## src/rtl/core/lbp_pkg.sv

```systemverilog
// lbp_pkg: shared widths, types and the pattern function of the 3x3 lbp stream
// no dependencies; imported by lbp_scan, lbp_window, lbp_3x3_stream and lbp_chk

package lbp_pkg;

    localparam int MAX_WIDTH   = 1024;
    localparam int COL_W       = $clog2(MAX_WIDTH);
    localparam int ROW_W       = 12;
    localparam int WCFG_W      = 11;
    localparam int HCFG_W      = 12;
    localparam int PIX_W       = 8;
    localparam int CODE_W      = 8;
    localparam int LINE_W      = 2 * PIX_W;
    localparam int CFG_IDX_W   = 2;
    localparam int CFG_DATA_W  = 12;
    localparam int OUT_FLD_W   = CODE_W + ROW_W + COL_W;
    localparam int OUT_TDATA_W = ((OUT_FLD_W + 7) / 8) * 8;

    localparam logic [WCFG_W-1:0] WIDTH_RESET  = WCFG_W'(640);
    localparam logic [HCFG_W-1:0] HEIGHT_RESET = HCFG_W'(480);

    // configuration register indexes
    localparam logic [CFG_IDX_W-1:0] REG_WIDTH  = CFG_IDX_W'(0);
    localparam logic [CFG_IDX_W-1:0] REG_HEIGHT = CFG_IDX_W'(1);

    typedef logic [PIX_W-1:0] pix_t;

    // w[row][col], row 0 above, col 0 left, centre at w[1][1]
    typedef pix_t [2:0][2:0] window_t;

    // which of the up to four codes a pixel releases
    typedef enum logic [1:0] {
        RES_UP_LEFT   = 2'd0,
        RES_UP        = 2'd1,
        RES_LEFT      = 2'd2,
        RES_HERE      = 2'd3
    } res_kind_t;

    // position of the accepted pixel and its edge flags
    typedef struct packed {
        logic [ROW_W-1:0] row;
        logic [COL_W-1:0] col;
        logic             r_ge1;
        logic             r_ge2;
        logic             c_ge1;
        logic             c_ge2;
        logic             c_last;
        logic             r_last;
    } scan_info_t;

    function automatic logic [CODE_W-1:0] lbp_pattern(
        input window_t w,
        input logic    top,
        input logic    bot,
        input logic    left,
        input logic    right
    );
        logic [CODE_W-1:0] code;
        pix_t              cen;
        cen     = w[1][1];
        code[0] = top && left  && (w[0][0] >= cen);
        code[1] = top          && (w[0][1] >= cen);
        code[2] = top && right && (w[0][2] >= cen);
        code[3] = right        && (w[1][2] >= cen);
        code[4] = bot && right && (w[2][2] >= cen);
        code[5] = bot          && (w[2][1] >= cen);
        code[6] = bot && left  && (w[2][0] >= cen);
        code[7] = left         && (w[1][0] >= cen);
        return code;
    endfunction

endpackage

```

## src/rtl/core/lbp_scan.sv

```systemverilog
// lbp_scan: configuration registers and the raster row/column counters
// depends on lbp_pkg

module lbp_scan
    import lbp_pkg::*;
(
    input  logic                  clk,
    input  logic                  rst_n,
    input  logic                  cfg_valid,
    output logic                  cfg_ready,
    input  logic [CFG_IDX_W-1:0]  cfg_index,
    input  logic [CFG_DATA_W-1:0] cfg_data,
    input  logic                  accept,
    output scan_info_t            info,
    output logic                  restart
);

    logic [WCFG_W-1:0] width_reg, width_next;
    logic [HCFG_W-1:0] height_reg, height_next;
    logic [ROW_W-1:0]  row_reg, row_next;
    logic [COL_W-1:0]  col_reg, col_next;

    logic              cfg_fire;
    logic [WCFG_W-1:0] width_m1;
    logic [HCFG_W-1:0] height_m1;
    logic [COL_W-1:0]  last_col;
    logic [ROW_W-1:0]  last_row;

    assign cfg_ready = 1'b1;
    assign cfg_fire  = cfg_valid && cfg_ready;
    assign restart   = cfg_fire && ((cfg_index == REG_WIDTH) || (cfg_index == REG_HEIGHT));

    // zero width acts as one, widths above the line buffer saturate
    always_comb
    begin
        width_m1  = width_reg - WCFG_W'(1);
        height_m1 = height_reg - HCFG_W'(1);
        if (width_reg == '0)
        begin
            last_col = '0;
        end
        else if (width_reg > WCFG_W'(MAX_WIDTH))
        begin
            last_col = COL_W'(MAX_WIDTH - 1);
        end
        else
        begin
            last_col = width_m1[COL_W-1:0];
        end
        if (height_reg == '0)
        begin
            last_row = '0;
        end
        else
        begin
            last_row = ROW_W'(height_m1);
        end
    end

    always_comb
    begin
        info.row    = row_reg;
        info.col    = col_reg;
        info.r_ge1  = (row_reg != '0);
        info.r_ge2  = (row_reg > ROW_W'(1));
        info.c_ge1  = (col_reg != '0);
        info.c_ge2  = (col_reg > COL_W'(1));
        info.c_last = (col_reg == last_col);
        info.r_last = (row_reg == last_row);
    end

    always_comb
    begin
        width_next  = width_reg;
        height_next = height_reg;
        row_next    = row_reg;
        col_next    = col_reg;
        if (accept)
        begin
            if (info.c_last)
            begin
                col_next = '0;
                row_next = info.r_last ? '0 : row_reg + ROW_W'(1);
            end
            else
            begin
                col_next = col_reg + COL_W'(1);
            end
        end
        if (cfg_fire)
        begin
            if (cfg_index == REG_WIDTH)
            begin
                width_next = cfg_data[WCFG_W-1:0];
            end
            if (cfg_index == REG_HEIGHT)
            begin
                height_next = cfg_data[HCFG_W-1:0];
            end
        end
        if (restart)
        begin
            row_next = '0;
            col_next = '0;
        end
    end

    always_ff @(posedge clk or negedge rst_n)
    begin
        if (!rst_n)
        begin
            width_reg  <= WIDTH_RESET;
            height_reg <= HEIGHT_RESET;
            row_reg    <= '0;
            col_reg    <= '0;
        end
        else
        begin
            width_reg  <= width_next;
            height_reg <= height_next;
            row_reg    <= row_next;
            col_reg    <= col_next;
        end
    end

endmodule

```

## config.mk

```make
export PLATFORM = sky130hd
export DESIGN_NAME = lbp_scan
export DESIGN_NICKNAME = d
export VERILOG_FILES = /design/src/rtl/core/lbp_pkg.sv /design/src/rtl/core/lbp_scan.sv
export SDC_FILE = /design/constraint.sdc
export NUM_CORES = 1
export LEC_CHECK = 0
export BUFFER_PORTS_ARGS = -buffer_cell sky130_fd_sc_hd__buf_4
export CAP_MARGIN = 30
export CORE_ASPECT_RATIO = 0.7
export CORE_MARGIN = 2
export CORE_UTILIZATION = 61
export CTS_BUF_LIST = sky130_fd_sc_hd__clkbuf_8
export DETAILED_ROUTE_END_ITERATION = 10
export GPL_ROUTABILITY_DRIVEN = 0
export PLACE_DENSITY = 0.84
export RECOVER_POWER = 100
export SLEW_MARGIN = 40
export SYNTH_ARGS = -nofsm -noshare
export SYNTH_HDL_FRONTEND = slang
export SYNTH_SLANG_ARGS = --single-unit
```

## constraint.sdc

```tcl
create_clock -name clk -period 9.84 [get_ports clk]
set_clock_uncertainty 0.1 [all_clocks]
set_input_delay 1.968 -clock clk [delete_from_list [all_inputs] [get_ports clk]]
set_output_delay 1.968 -clock clk [all_outputs]
set_load 0.01 [all_outputs]
```

==> results_dict.tcl <==
set metrics [dict create \
    run_status "finished, violations left" \
    violations "max-capacitance violations, max-slew violations" \
    overflow 0 \
    tns_ns 0 \
    ios 48 \
    min_period_ns 5.63 \
    syn_inst 376 \
    arrival_ns 3.56 \
    switching_power_w 0.000197 \
    finalInstanceArea_um2 3650 \
    grt_max_degree 46 \
    hold_viol_final 0 \
    crit_fanout 8 \
    io_buffer_count 46 \
    multiInputGateArea_um2 2000 \
    postCtsResizedCells 0 \
    clk_pin_slew_worst_paths_ns 0.09 \
    initial_utilization_pct 63.5 \
    insertion_delay_ns 0.31 \
    p_sw_share_pct 35.7 \
    fillers 435 \
    die_y_um 65.9 \
    layout-drive-gt1-share_pct 14.5 \
    setup_viol 0 \
    cp-end-kind "primary output" \
    holdPathStages 1 \
    maxSlewViolCount 46 \
    antenna_found_initial 0 \
    core_area_um2 5260 \
    wire_per_inst_um 18.3 \
    cts_tree "done" \
    synth_cell_types 68 \
    min_to "width_reg[6]" \
    syn_area_um2 3340 \
    hold_path_startpoint "width_reg[6]" \
    wl_mm 8.79 \
    power.leakage_nw 1.45 \
    reg2regPathDepth 10 \
    place_area_um2 3660 \
    syn_avg_cell_area_um2 8.88 \
    fin_crit_sh_pct 57.2 \
    timing.rr.end "row_reg[10]" \
    drc_errors 0 \
    diodes 0 \
    ys_seq_area_share_pct 34.0 \
    dp_hpwl_mm 6.34 \
    cts_made_buffers 5 \
    clockRootBuffer "clkbuf_8" \
    yosys-top-cells-area "dfrtp_1 29%, mux2_2 6.4%, dfstp_2 4.7%" \
    mappedNetlistNets 403 \
    p_int_w 0.000354 \
    ant_nets 0 \
    synthToLayoutAreaGrowth_pct 9.26 \
    routed_via_density 6.62 \
    cts_htree_levels 2 \
    cap_viol_max_count 1 \
    critPathLaunch "width_reg[0]" \
    dr.pass1.iters 5 \
    powerDensity_nw_per_um2 151 \
    slew_headroom_pct -56.0 \
    grt_pass1_vias 2903 \
    dr_total_vias 3171 \
    hold_class "flop to flop" \
    worst-setup-path-type "flop to primary output" \
    yosysTopAreaCell "dfrtp_1" \
    ir_worst_vdd_mv 0.0743 \
    cp.required_ns 7.77 \
    fp.dieW_um 92.4 \
    pwr-share-clk_pct 25.8 \
    num_rows 22 \
    worstReg2RegStart "width_reg[0]" \
    netlist.area_leader.share_pct 29.2 \
    cts_setup_buffers 0 \
    synthArstFlopShare_pct 100 \
    ys.flop_type "dfrtp_1" \
    clock.fmax_ghz 0.178 \
    pwr-share-seq_pct 45.7 \
    cp-start-kind "flop" \
    ys_ff_latch 45 \
    clock_sinks 45 \
    drtIter0Drc 321 \
    combPwrFrac_pct 28.5 \
    regToRegSetupSlack_ns 5.34 \
    rsz0062_at_grt "no" \
    synth_edf_count 0 \
    globalRouteTotalUtil_pct 30.8 \
    ys_warn_count 0 \
    nNetsFinal 433 \
    worstMarginPinSlew_ns 2.34 \
    clock_path_buffers 2 \
    seqCellArea_um2 1130 \
    die_area_um2 6090 \
    grt_pass1_wl_mm 14.6 \
    ctsHoldBuffers 0 \
]
-- power groups by stage --
stage	combinational, W	clock (W)	sequential, W
6_report	0.000157	0.000142	0.000252
5_1_grt	0.000173	0.000152	0.000256
4_1_cts	0.000162	0.000143	0.000249
3_5_place_dp	0.000160	0	0.000252
3_3_place_gp	0.000155	0	0.000251
2_1_floorplan	0.000131	0	0.000233
-- cell type report --
type                    instances  share of cell area [%]
clock buffers                   5                    1.89
clock inverters                 3                    1.17
inverters                      19                    1.96
multi-input cells             289                    55.0
flip-flops and latches         45                    31.1
well taps                      72                    2.47
repair buffers                 46                    6.48
-- metal layers --
layer | part of all wire (%) | GRT usage, %
met4 | 1.4 | 7.65
met3 | 9.4 | 6.84
met2 | 45 | 47.8
met5 | 0 | 0
met1 | 45 | 44.0
-- Yosys cell counts (3+ instances only) --
master,number
inv_1,18
clkbuf_1,15
a21o_1,3
or3_1,10
a21oi_1,18
and3_1,4
nand3_1,13
nand4_1,8
mux2_2,19
dfstp_2,6
buf_2,4
o21ai_0,20
o31a_1,4
nor4_1,16
dfrtp_1,39
mux2i_1,4
xnor2_1,10
nand2b_1,8
xor2_1,12
or4_1,5
or2_2,3
ha_1,9
nor2_1,16
nor3_1,23
nor2b_1,6
nand2_1,22
o31ai_1,6
a31oi_1,5
-- per-stage QoR --
stage          hold slack [ns]  setup slack (ns)  total power (W)  cells  utilization [%]
2_1_floorplan            0.421              5.18         0.000364    376                -
3_3_place_gp             0.453              4.96         0.000405    471             69.6
3_5_place_dp             0.469              4.85         0.000412    471             69.7
4_1_cts                  0.488              4.50         0.000553    479             71.8
5_1_grt                  0.512              3.99         0.000582    479             69.4
6_report                 0.496              4.21         0.000551    479             69.4
-- cell usage in the layout (no fill, tap or decap), types with 12 or more instances in the layout --
cell / instances
dfrtp_1: 39
clkbuf_1: 29
nor3_1: 23
nand2_1: 22
o21ai_0: 20
inv_1: 19
mux2_2: 19
a21oi_1: 18
nor2_1: 16
nor4_1: 16
buf_4: 16
nand3_1: 13
xor2_1: 12
-- cells by family after synthesis --
logic type	share of synthesized area, %
other	0.112
muxes	7.61
adders and majority gates	3.37
xor gates and xnor gates	6.45
and+or+nand+nor	26.2
DFF	34.0
buffers and inverters	5.55
AOI/OAI and AO/OA	16.8
-- worst max-delay path, stage by stage, from the launching register on --
cell       delay (ns)
dfrtp_1          0.47
inv_1            0.16
ha_1             0.30
or3b_1           0.53
nor3_4           0.28
a2bb2oi_1        0.21
a221oi_1         0.09
nor4b_1          0.74
nand2_1          0.10
nor3_1           0.21
buf_4            0.15
-- worst max path at each step --
stage,end
after CTS,info[1]
final,info[1]
after global routing,info[1]
after floorplan,info[1]
after detailed placement,info[1]
after global placement,info[1]
Power figures use the tool's default switching activity.
