<file path="config.mk">
export PLATFORM = sky130hd
export DESIGN_NAME = lbp_window
export DESIGN_NICKNAME = d
export VERILOG_FILES = /design/src/rtl/core/lbp_pkg.sv /design/src/rtl/core/lbp_window.sv
export SDC_FILE = /design/constraint.sdc
export NUM_CORES = 1
export LEC_CHECK = 0
export ABC_AREA = 1
export ABC_CLOCK_PERIOD_IN_PS = 3000
export BUFFER_PORTS_ARGS = -buffer_cell sky130_fd_sc_hd__buf_2
export CAP_MARGIN = 25
export CORE_MARGIN = 4
export CORE_UTILIZATION = 52
export CTS_CLUSTER_SIZE = 20
export DETAILED_ROUTE_END_ITERATION = 12
export PLACE_DENSITY_LB_ADDON = 0.2
export SLEW_MARGIN = 20
export SYNTH_ARGS = -nofsm -noshare
export SYNTH_HDL_FRONTEND = slang
export SYNTH_SLANG_ARGS = --single-unit
</file>
<file path="constraint.sdc">
create_clock -name clk -period 3 [get_ports clk]
set_input_delay 0.3 -clock clk [delete_from_list [all_inputs] [get_ports clk]]
set_output_delay 0.3 -clock clk [all_outputs]
set_load 0.02 [all_outputs]
</file>
<file path="src/rtl/core/lbp_pkg.sv">
// lbp_pkg: shared widths, types and the pattern function of the 3x3 lbp stream
// no dependencies; imported by lbp_scan, lbp_window, lbp_3x3_stream and lbp_chk

package lbp_pkg;

    localparam int MAX_WIDTH   = 1024;
    localparam int COL_W       = $clog2(MAX_WIDTH);
    localparam int ROW_W       = 12;
    localparam int WCFG_W      = 11;
    localparam int HCFG_W      = 12;
    localparam int PIX_W       = 8;
    localparam int CODE_W      = 8;
    localparam int LINE_W      = 2 * PIX_W;
    localparam int CFG_IDX_W   = 2;
    localparam int CFG_DATA_W  = 12;
    localparam int OUT_FLD_W   = CODE_W + ROW_W + COL_W;
    localparam int OUT_TDATA_W = ((OUT_FLD_W + 7) / 8) * 8;

    localparam logic [WCFG_W-1:0] WIDTH_RESET  = WCFG_W'(640);
    localparam logic [HCFG_W-1:0] HEIGHT_RESET = HCFG_W'(480);

    // configuration register indexes
    localparam logic [CFG_IDX_W-1:0] REG_WIDTH  = CFG_IDX_W'(0);
    localparam logic [CFG_IDX_W-1:0] REG_HEIGHT = CFG_IDX_W'(1);

    typedef logic [PIX_W-1:0] pix_t;

    // w[row][col], row 0 above, col 0 left, centre at w[1][1]
    typedef pix_t [2:0][2:0] window_t;

    // which of the up to four codes a pixel releases
    typedef enum logic [1:0] {
        RES_UP_LEFT   = 2'd0,
        RES_UP        = 2'd1,
        RES_LEFT      = 2'd2,
        RES_HERE      = 2'd3
    } res_kind_t;

    // position of the accepted pixel and its edge flags
    typedef struct packed {
        logic [ROW_W-1:0] row;
        logic [COL_W-1:0] col;
        logic             r_ge1;
        logic             r_ge2;
        logic             c_ge1;
        logic             c_ge2;
        logic             c_last;
        logic             r_last;
    } scan_info_t;

    function automatic logic [CODE_W-1:0] lbp_pattern(
        input window_t w,
        input logic    top,
        input logic    bot,
        input logic    left,
        input logic    right
    );
        logic [CODE_W-1:0] code;
        pix_t              cen;
        cen     = w[1][1];
        code[0] = top && left  && (w[0][0] >= cen);
        code[1] = top          && (w[0][1] >= cen);
        code[2] = top && right && (w[0][2] >= cen);
        code[3] = right        && (w[1][2] >= cen);
        code[4] = bot && right && (w[2][2] >= cen);
        code[5] = bot          && (w[2][1] >= cen);
        code[6] = bot && left  && (w[2][0] >= cen);
        code[7] = left         && (w[1][0] >= cen);
        return code;
    endfunction

endpackage

</file>
<file path="src/rtl/core/lbp_window.sv">
// lbp_window: 3x3 window, code sequencing and the output register
// depends on lbp_pkg; line-buffer data comes from lbp_ram

module lbp_window
    import lbp_pkg::*;
(
    input  logic                   clk,
    input  logic                   rst_n,
    input  logic                   accept,
    input  pix_t                   pixel,
    input  scan_info_t             info,
    input  logic                   restart,
    input  logic [LINE_W-1:0]      rdata,
    output logic                   take,
    output logic                   we,
    output logic [COL_W-1:0]       waddr,
    output logic [LINE_W-1:0]      wdata,
    output logic                   m_axis_tvalid,
    input  logic                   m_axis_tready,
    output logic [OUT_TDATA_W-1:0] m_axis_tdata,
    output logic                   m_axis_tlast,
    output logic                   m_axis_tuser
);

    logic              b_valid_reg, b_valid_next;
    pix_t              b_pix_reg, b_pix_next;
    scan_info_t        b_info_reg, b_info_next;
    logic [3:0]        b_sent_reg, b_sent_next;
    pix_t [1:0]        top_win_reg, top_win_next;
    pix_t [1:0]        mid_win_reg, mid_win_next;
    pix_t [1:0]        bot_win_reg, bot_win_next;
    logic              out_valid_reg, out_valid_next;
    logic [CODE_W-1:0] out_code_reg, out_code_next;
    logic [ROW_W-1:0]  out_row_reg, out_row_next;
    logic [COL_W-1:0]  out_col_reg, out_col_next;
    logic              out_last_reg, out_last_next;
    logic              out_done_reg, out_done_next;

    pix_t              t_pix, m_pix, p_pix;
    logic [3:0]        res_mask, remaining, pick_bit;
    res_kind_t         kind;
    logic              pick_last, out_space, push, fire;
    window_t           win;
    logic              f_top, f_bot, f_left, f_right;
    logic [ROW_W-1:0]  res_row;
    logic [COL_W-1:0]  res_col;
    logic [CODE_W-1:0] res_code;

    assign t_pix = rdata[LINE_W-1:PIX_W];
    assign m_pix = rdata[PIX_W-1:0];
    assign p_pix = b_pix_reg;

    // codes released by this pixel, in output order
    always_comb
    begin
        res_mask[RES_UP_LEFT] = b_info_reg.r_ge1 && b_info_reg.c_ge1;
        res_mask[RES_UP]      = b_info_reg.r_ge1 && b_info_reg.c_last;
        res_mask[RES_LEFT]    = b_info_reg.r_last && b_info_reg.c_ge1;
        res_mask[RES_HERE]    = b_info_reg.r_last && b_info_reg.c_last;
        remaining = res_mask & ~b_sent_reg;
        if (remaining[RES_UP_LEFT])
        begin
            kind = RES_UP_LEFT;
        end
        else if (remaining[RES_UP])
        begin
            kind = RES_UP;
        end
        else if (remaining[RES_LEFT])
        begin
            kind = RES_LEFT;
        end
        else
        begin
            kind = RES_HERE;
        end
        pick_bit  = 4'b0001 << kind;
        pick_last = ((remaining & ~pick_bit) == 4'b0000);
    end

    // one code per cycle into a free output register; the item retires on its last code
    assign out_space = !out_valid_reg || m_axis_tready;
    assign push      = b_valid_reg && (remaining != 4'b0000) && out_space;
    assign fire      = b_valid_reg && ((remaining == 4'b0000) || (push && pick_last));
    assign take      = !b_valid_reg || fire;

    // line buffer write-back: old row_above moves up, new pixel becomes row_above
    assign we    = fire;
    assign waddr = b_info_reg.col;
    assign wdata = {m_pix, p_pix};

    // window for the chosen code, neighbours past the right or bottom edge read as zero
    always_comb
    begin
        win     = '0;
        f_top   = 1'b0;
        f_bot   = 1'b0;
        f_left  = 1'b0;
        f_right = 1'b0;
        res_row = b_info_reg.row;
        res_col = b_info_reg.col;
        unique case (kind)
            RES_UP_LEFT:
            begin
                win[0][0] = top_win_reg[1];
                win[0][1] = top_win_reg[0];
                win[0][2] = t_pix;
                win[1][0] = mid_win_reg[1];
                win[1][1] = mid_win_reg[0];
                win[1][2] = m_pix;
                win[2][0] = bot_win_reg[1];
                win[2][1] = bot_win_reg[0];
                win[2][2] = p_pix;
                f_top     = b_info_reg.r_ge2;
                f_bot     = 1'b1;
                f_left    = b_info_reg.c_ge2;
                f_right   = 1'b1;
                res_row   = b_info_reg.row - ROW_W'(1);
                res_col   = b_info_reg.col - COL_W'(1);
            end
            RES_UP:
            begin
                win[0][0] = top_win_reg[0];
                win[0][1] = t_pix;
                win[1][0] = mid_win_reg[0];
                win[1][1] = m_pix;
                win[2][0] = bot_win_reg[0];
                win[2][1] = p_pix;
                f_top     = b_info_reg.r_ge2;
                f_bot     = 1'b1;
                f_left    = b_info_reg.c_ge1;
                res_row   = b_info_reg.row - ROW_W'(1);
            end
            RES_LEFT:
            begin
                win[0][0] = mid_win_reg[1];
                win[0][1] = mid_win_reg[0];
                win[0][2] = m_pix;
                win[1][0] = bot_win_reg[1];
                win[1][1] = bot_win_reg[0];
                win[1][2] = p_pix;
                f_top     = b_info_reg.r_ge1;
                f_left    = b_info_reg.c_ge2;
                f_right   = 1'b1;
                res_col   = b_info_reg.col - COL_W'(1);
            end
            RES_HERE:
            begin
                win[0][0] = mid_win_reg[0];
                win[0][1] = m_pix;
                win[1][0] = bot_win_reg[0];
                win[1][1] = p_pix;
                f_top     = b_info_reg.r_ge1;
                f_left    = b_info_reg.c_ge1;
            end
            default:
            begin
                win = '0;
            end
        endcase
        res_code = lbp_pattern(win, f_top, f_bot, f_left, f_right);
    end

    always_comb
    begin
        b_valid_next   = b_valid_reg;
        b_pix_next     = b_pix_reg;
        b_info_next    = b_info_reg;
        b_sent_next    = b_sent_reg;
        top_win_next   = top_win_reg;
        mid_win_next   = mid_win_reg;
        bot_win_next   = bot_win_reg;
        out_valid_next = out_valid_reg;
        out_code_next  = out_code_reg;
        out_row_next   = out_row_reg;
        out_col_next   = out_col_reg;
        out_last_next  = out_last_reg;
        out_done_next  = out_done_reg;

        if (push && !pick_last)
        begin
            b_sent_next = b_sent_reg | pick_bit;
        end
        if (fire)
        begin
            b_valid_next = 1'b0;
            b_sent_next  = '0;
            top_win_next = {top_win_reg[0], t_pix};
            mid_win_next = {mid_win_reg[0], m_pix};
            bot_win_next = {bot_win_reg[0], p_pix};
        end
        if (accept)
        begin
            b_valid_next = 1'b1;
            b_pix_next   = pixel;
            b_info_next  = info;
            b_sent_next  = '0;
        end
        if (restart)
        begin
            top_win_next = '0;
            mid_win_next = '0;
            bot_win_next = '0;
        end

        if (m_axis_tready)
        begin
            out_valid_next = 1'b0;
        end
        if (push)
        begin
            out_valid_next = 1'b1;
            out_code_next  = res_code;
            out_row_next   = res_row;
            out_col_next   = res_col;
            out_last_next  = pick_last;
            out_done_next  = (kind == RES_HERE);
        end
    end

    always_ff @(posedge clk or negedge rst_n)
    begin
        if (!rst_n)
        begin
            b_valid_reg   <= 1'b0;
            b_sent_reg    <= '0;
            top_win_reg   <= '0;
            mid_win_reg   <= '0;
            bot_win_reg   <= '0;
            out_valid_reg <= 1'b0;
        end
        else
        begin
            b_valid_reg   <= b_valid_next;
            b_sent_reg    <= b_sent_next;
            top_win_reg   <= top_win_next;
            mid_win_reg   <= mid_win_next;
            bot_win_reg   <= bot_win_next;
            out_valid_reg <= out_valid_next;
        end
    end

    always_ff @(posedge clk)
    begin
        b_pix_reg    <= b_pix_next;
        b_info_reg   <= b_info_next;
        out_code_reg <= out_code_next;
        out_row_reg  <= out_row_next;
        out_col_reg  <= out_col_next;
        out_last_reg <= out_last_next;
        out_done_reg <= out_done_next;
    end

    assign m_axis_tvalid = out_valid_reg;
    assign m_axis_tdata  = {{(OUT_TDATA_W - OUT_FLD_W){1'b0}}, out_col_reg, out_row_reg,
                            out_code_reg};
    assign m_axis_tlast  = out_last_reg;
    assign m_axis_tuser  = out_done_reg;

endmodule

</file>
==> impl_results.md <==
* Post-synth top area share at 0.276
* VDD IR max at 0.000365 V
* Post-synth EDFFs at 68
* Number of global-route vias before repair at 6385
* Number of nets in the layout at 1028
* Global Route met3 Usage at 0.0485
* Grt peak-use layer: met2
* CTS Sinks at 122
* Final TNS setup at 0 ns
* Initial Util at 0.533
* Root buf cell: clkbuf_16
* Multiplexer share of the synthesized area at 0
* Met1 usage at 0.317
* Compound-Gate Fraction of Synth Area at 0.188
* Worst relative slew slack at 0.387
* Outcome: complete, no violations
* Ratio of cells with drive above 1 in the final layout at 0.250
* Die height at 127 µm
* Ant. Diodes at 0
* Post-synthesis average cell area at 9.21 µm²
* Slew @ Worst Pin at 0.919 ns
* Crit path largest cell delay at 0.47 ns
* Fillers at 1152
* Synth Area in Adders at 0.0880
* Largest family of logic cells by synthesized area: compound AO/OA/AOI/OAI gates
* Synth area leader: edfxtp_1
* Die X at 127 µm
* LEAKAGE at 0.00418 µW
* Distinct cell type count after synthesis at 37
* # rows at 43
* CP startpoint kind: register
* XOR/XNOR Fraction of Synth Area at 0.0237
* Clk_skew at 0.00684 ns
* Iter 0 DRT Violations at 692
* Global-route usage over all layers at 0.257
* Initial antenna violation count at 0
* First-pass GRT wire length at 32600 µm
* Placed Area at 8180 µm²
* Met2 usage at 0.444
* Core ar. at 13900 µm²
* Ranking of synthesized cells by area: edfxtp_1 (28%), dfrtp_1 (18%), ha_1 (8.8%)
* Worst EP arrival at 2.98 ns
* Hold Vio Cnt, Final at 0
* RSZ-0062 raised after global routing: no
* Routed Antenna Nets at 0
* Power density cells at 661 nW/µm²
* Worst path cell trace: nand3_4 -> nand2_4 -> nor2_4 -> inv_2 -> buf_4 -> o221ai_1 -> o21ai_0 -> buf_4 -> ha_1 -> inv_1 -> nor3_1 -> a211oi_1 -> a21oi_1
* Placed cells at 1079
* Critical Path RT at 3.15 ns
* Ys Warns at 0
* CP max stage cell: edfxtp_1
* Reg area at 3390 µm²
* Final WL at 20100 µm
* Layout Cells excl Fill at 1111
* Ports at 120
* Simple-gate share of the synthesized area at 0.132
* Total CTS buffers at 17
* Setup CP Type: register to register
* Worst-path clk slew at 0.06 ns
* Share of the clock period used by the worst path at 0.941
* Crit path capture type: register
* Layout overhead on the synthesized area at 19.2%
* Main synth FF type: edfxtp_1
* Final setup violating endpoints at 0
* F_max at 354 MHz
* Flops & latches, synth at 122
* GP Congestion at 0.954
* Drt first pass iters at 6
* H-tree lvl count at 4
* Sequential share of the synthesized area at 0.459
* Max reg flops at 18
* Gr ovfl total at 0
* Hold Crit Class: primary input to async pin
* Final non-filler cell area at 8810 µm²
* Die ar. at 16200 µm²
* Most frequent cell on the critical path: buf_4
* Avg WL per Cell at 18.1 µm
* Area of the multi-input gates at 3240 µm²
* Port Buffers at 117
* Mapped Cells at 803
* Final Critical Period at 2.82 ns
* CTS tree: built
* DRC errors left at 0
* Crit path max-delay family: buffers and inverters
* Max-slew violations at 0
* Max Cap Viol at 0
* DP Wirelength at 14600 µm
* Post-Syn Area at 7390 µm²
* Worst Path Buf+Inv at 4
* Pin count of the biggest net entering global routing at 59
* Longest Clk Path Bufs at 2
* Via count at 6350
* Async set or reset register ratio after synthesis at 0.443
* Via density at 5.72
* Clk_lat worst skew at 0.42 ns
* Maximum fanout along the worst path at 11
[Yosys cell counts, types with 6 or more instances]
| cell | number |
|---|---|
| nand2_1 | 136 |
| inv_1 | 107 |
| edfxtp_1 | 68 |
| dfrtp_1 | 54 |
| ha_1 | 52 |
| a21oi_1 | 45 |
| nor2_1 | 45 |
| o21ai_0 | 37 |
| a22o_1 | 29 |
| inv_2 | 23 |
| o22ai_1 | 23 |
| buf_4 | 21 |
| nand3_1 | 21 |
| a22oi_2 | 19 |
| clkbuf_1 | 12 |
| o221ai_1 | 12 |
| xor2_1 | 11 |
| nor3_1 | 9 |
| xnor2_1 | 9 |
| a211oi_1 | 8 |
| a221oi_1 | 7 |
| buf_1 | 7 |
| buf_2 | 6 |
[cell type report]
cell class,instances,share of cell area
flip-flops and latches,122,0.385
multi-input cells,501,0.368
repair buffers,147,0.0977
inverters,130,0.0554
clock buffers,19,0.0491
well taps,180,0.0256
clock inverters,12,0.0196
[where the power goes]
group | leakage [µW] | internal, µW | total (µW) | switching [µW]
combinational | 0.00251 | 554 | 1580 | 1020
sequential | 0.00139 | 1980 | 2120 | 137
clock | 0.000285 | 1380 | 2130 | 749
[metrics by stage]
step	util	setup slack (ns)	power (µW)	hold WS, ns
2_1_floorplan	-	0.0416	3160	0.00441
3_3_place_gp	0.589	0.292	3640	0.475
3_5_place_dp	0.589	0.201	3690	0.478
4_1_cts	0.633	0.116	5830	0.0411
5_1_grt	0.635	0.0376	6130	0.0400
6_report	0.635	0.176	5820	0.0200
[final timing paths]
kind                            slack [ns]  cells after the start           start              end
max in group asynchronous             2.49                      2           rst_n  bot_win_reg[15]
worst min register to register        0.49                      1  top_win_reg[8]   top_win_reg[8]
min in group clk                      0.05                      1        info[26]   b_info_reg[26]
worst max register to register        0.18                     13   b_info_reg[5]  out_code_reg[7]
worst max-delay path                  0.18                     13   b_info_reg[5]  out_code_reg[7]
worst min-delay path                  0.02                      2           rst_n   mid_win_reg[9]
[cell usage in the layout (no fill, tap or decap), types with 6 or more instances in the layout]
cell type,instances
clkbuf_16,17
a22o_1,29
xnor2_1,9
nor3_1,9
edfxtp_1,68
nand2_1,135
o221ai_1,12
ha_1,52
xor2_1,11
a21oi_1,44
a221oi_1,6
buf_4,26
inv_2,23
o22ai_1,23
nand3_1,21
o21ai_0,36
a22oi_2,19
buf_2,117
inv_1,107
a211oi_1,8
dfrtp_1,54
nor2_1,43
[kinds of logic (layout without fill, tap and decap cells)]
family,after synthesis,in the layout
DFF,122,122
adders and majority gates,52,52
and+or+nand+nor,231,231
buffers and inverters,181,308
xor gates and xnor gates,20,20
AOI/OAI and AO/OA,196,196
other,1,2
[per-layer routing]
layer	vias to the layer above	wire, µm
met2	285	10100
met1	3027	8060
met5	-	0
met3	61	1260
li1	2977	-
met4	0	631
[repair_timing]
item / CTS / global route
resized for setup: 0 / 7
setup buffers: 0 / 1
setup endpoints to repair: 0 / 8
hold buffers: 0 / 0
No activity file was read; power rests on OpenSTA's default activity.
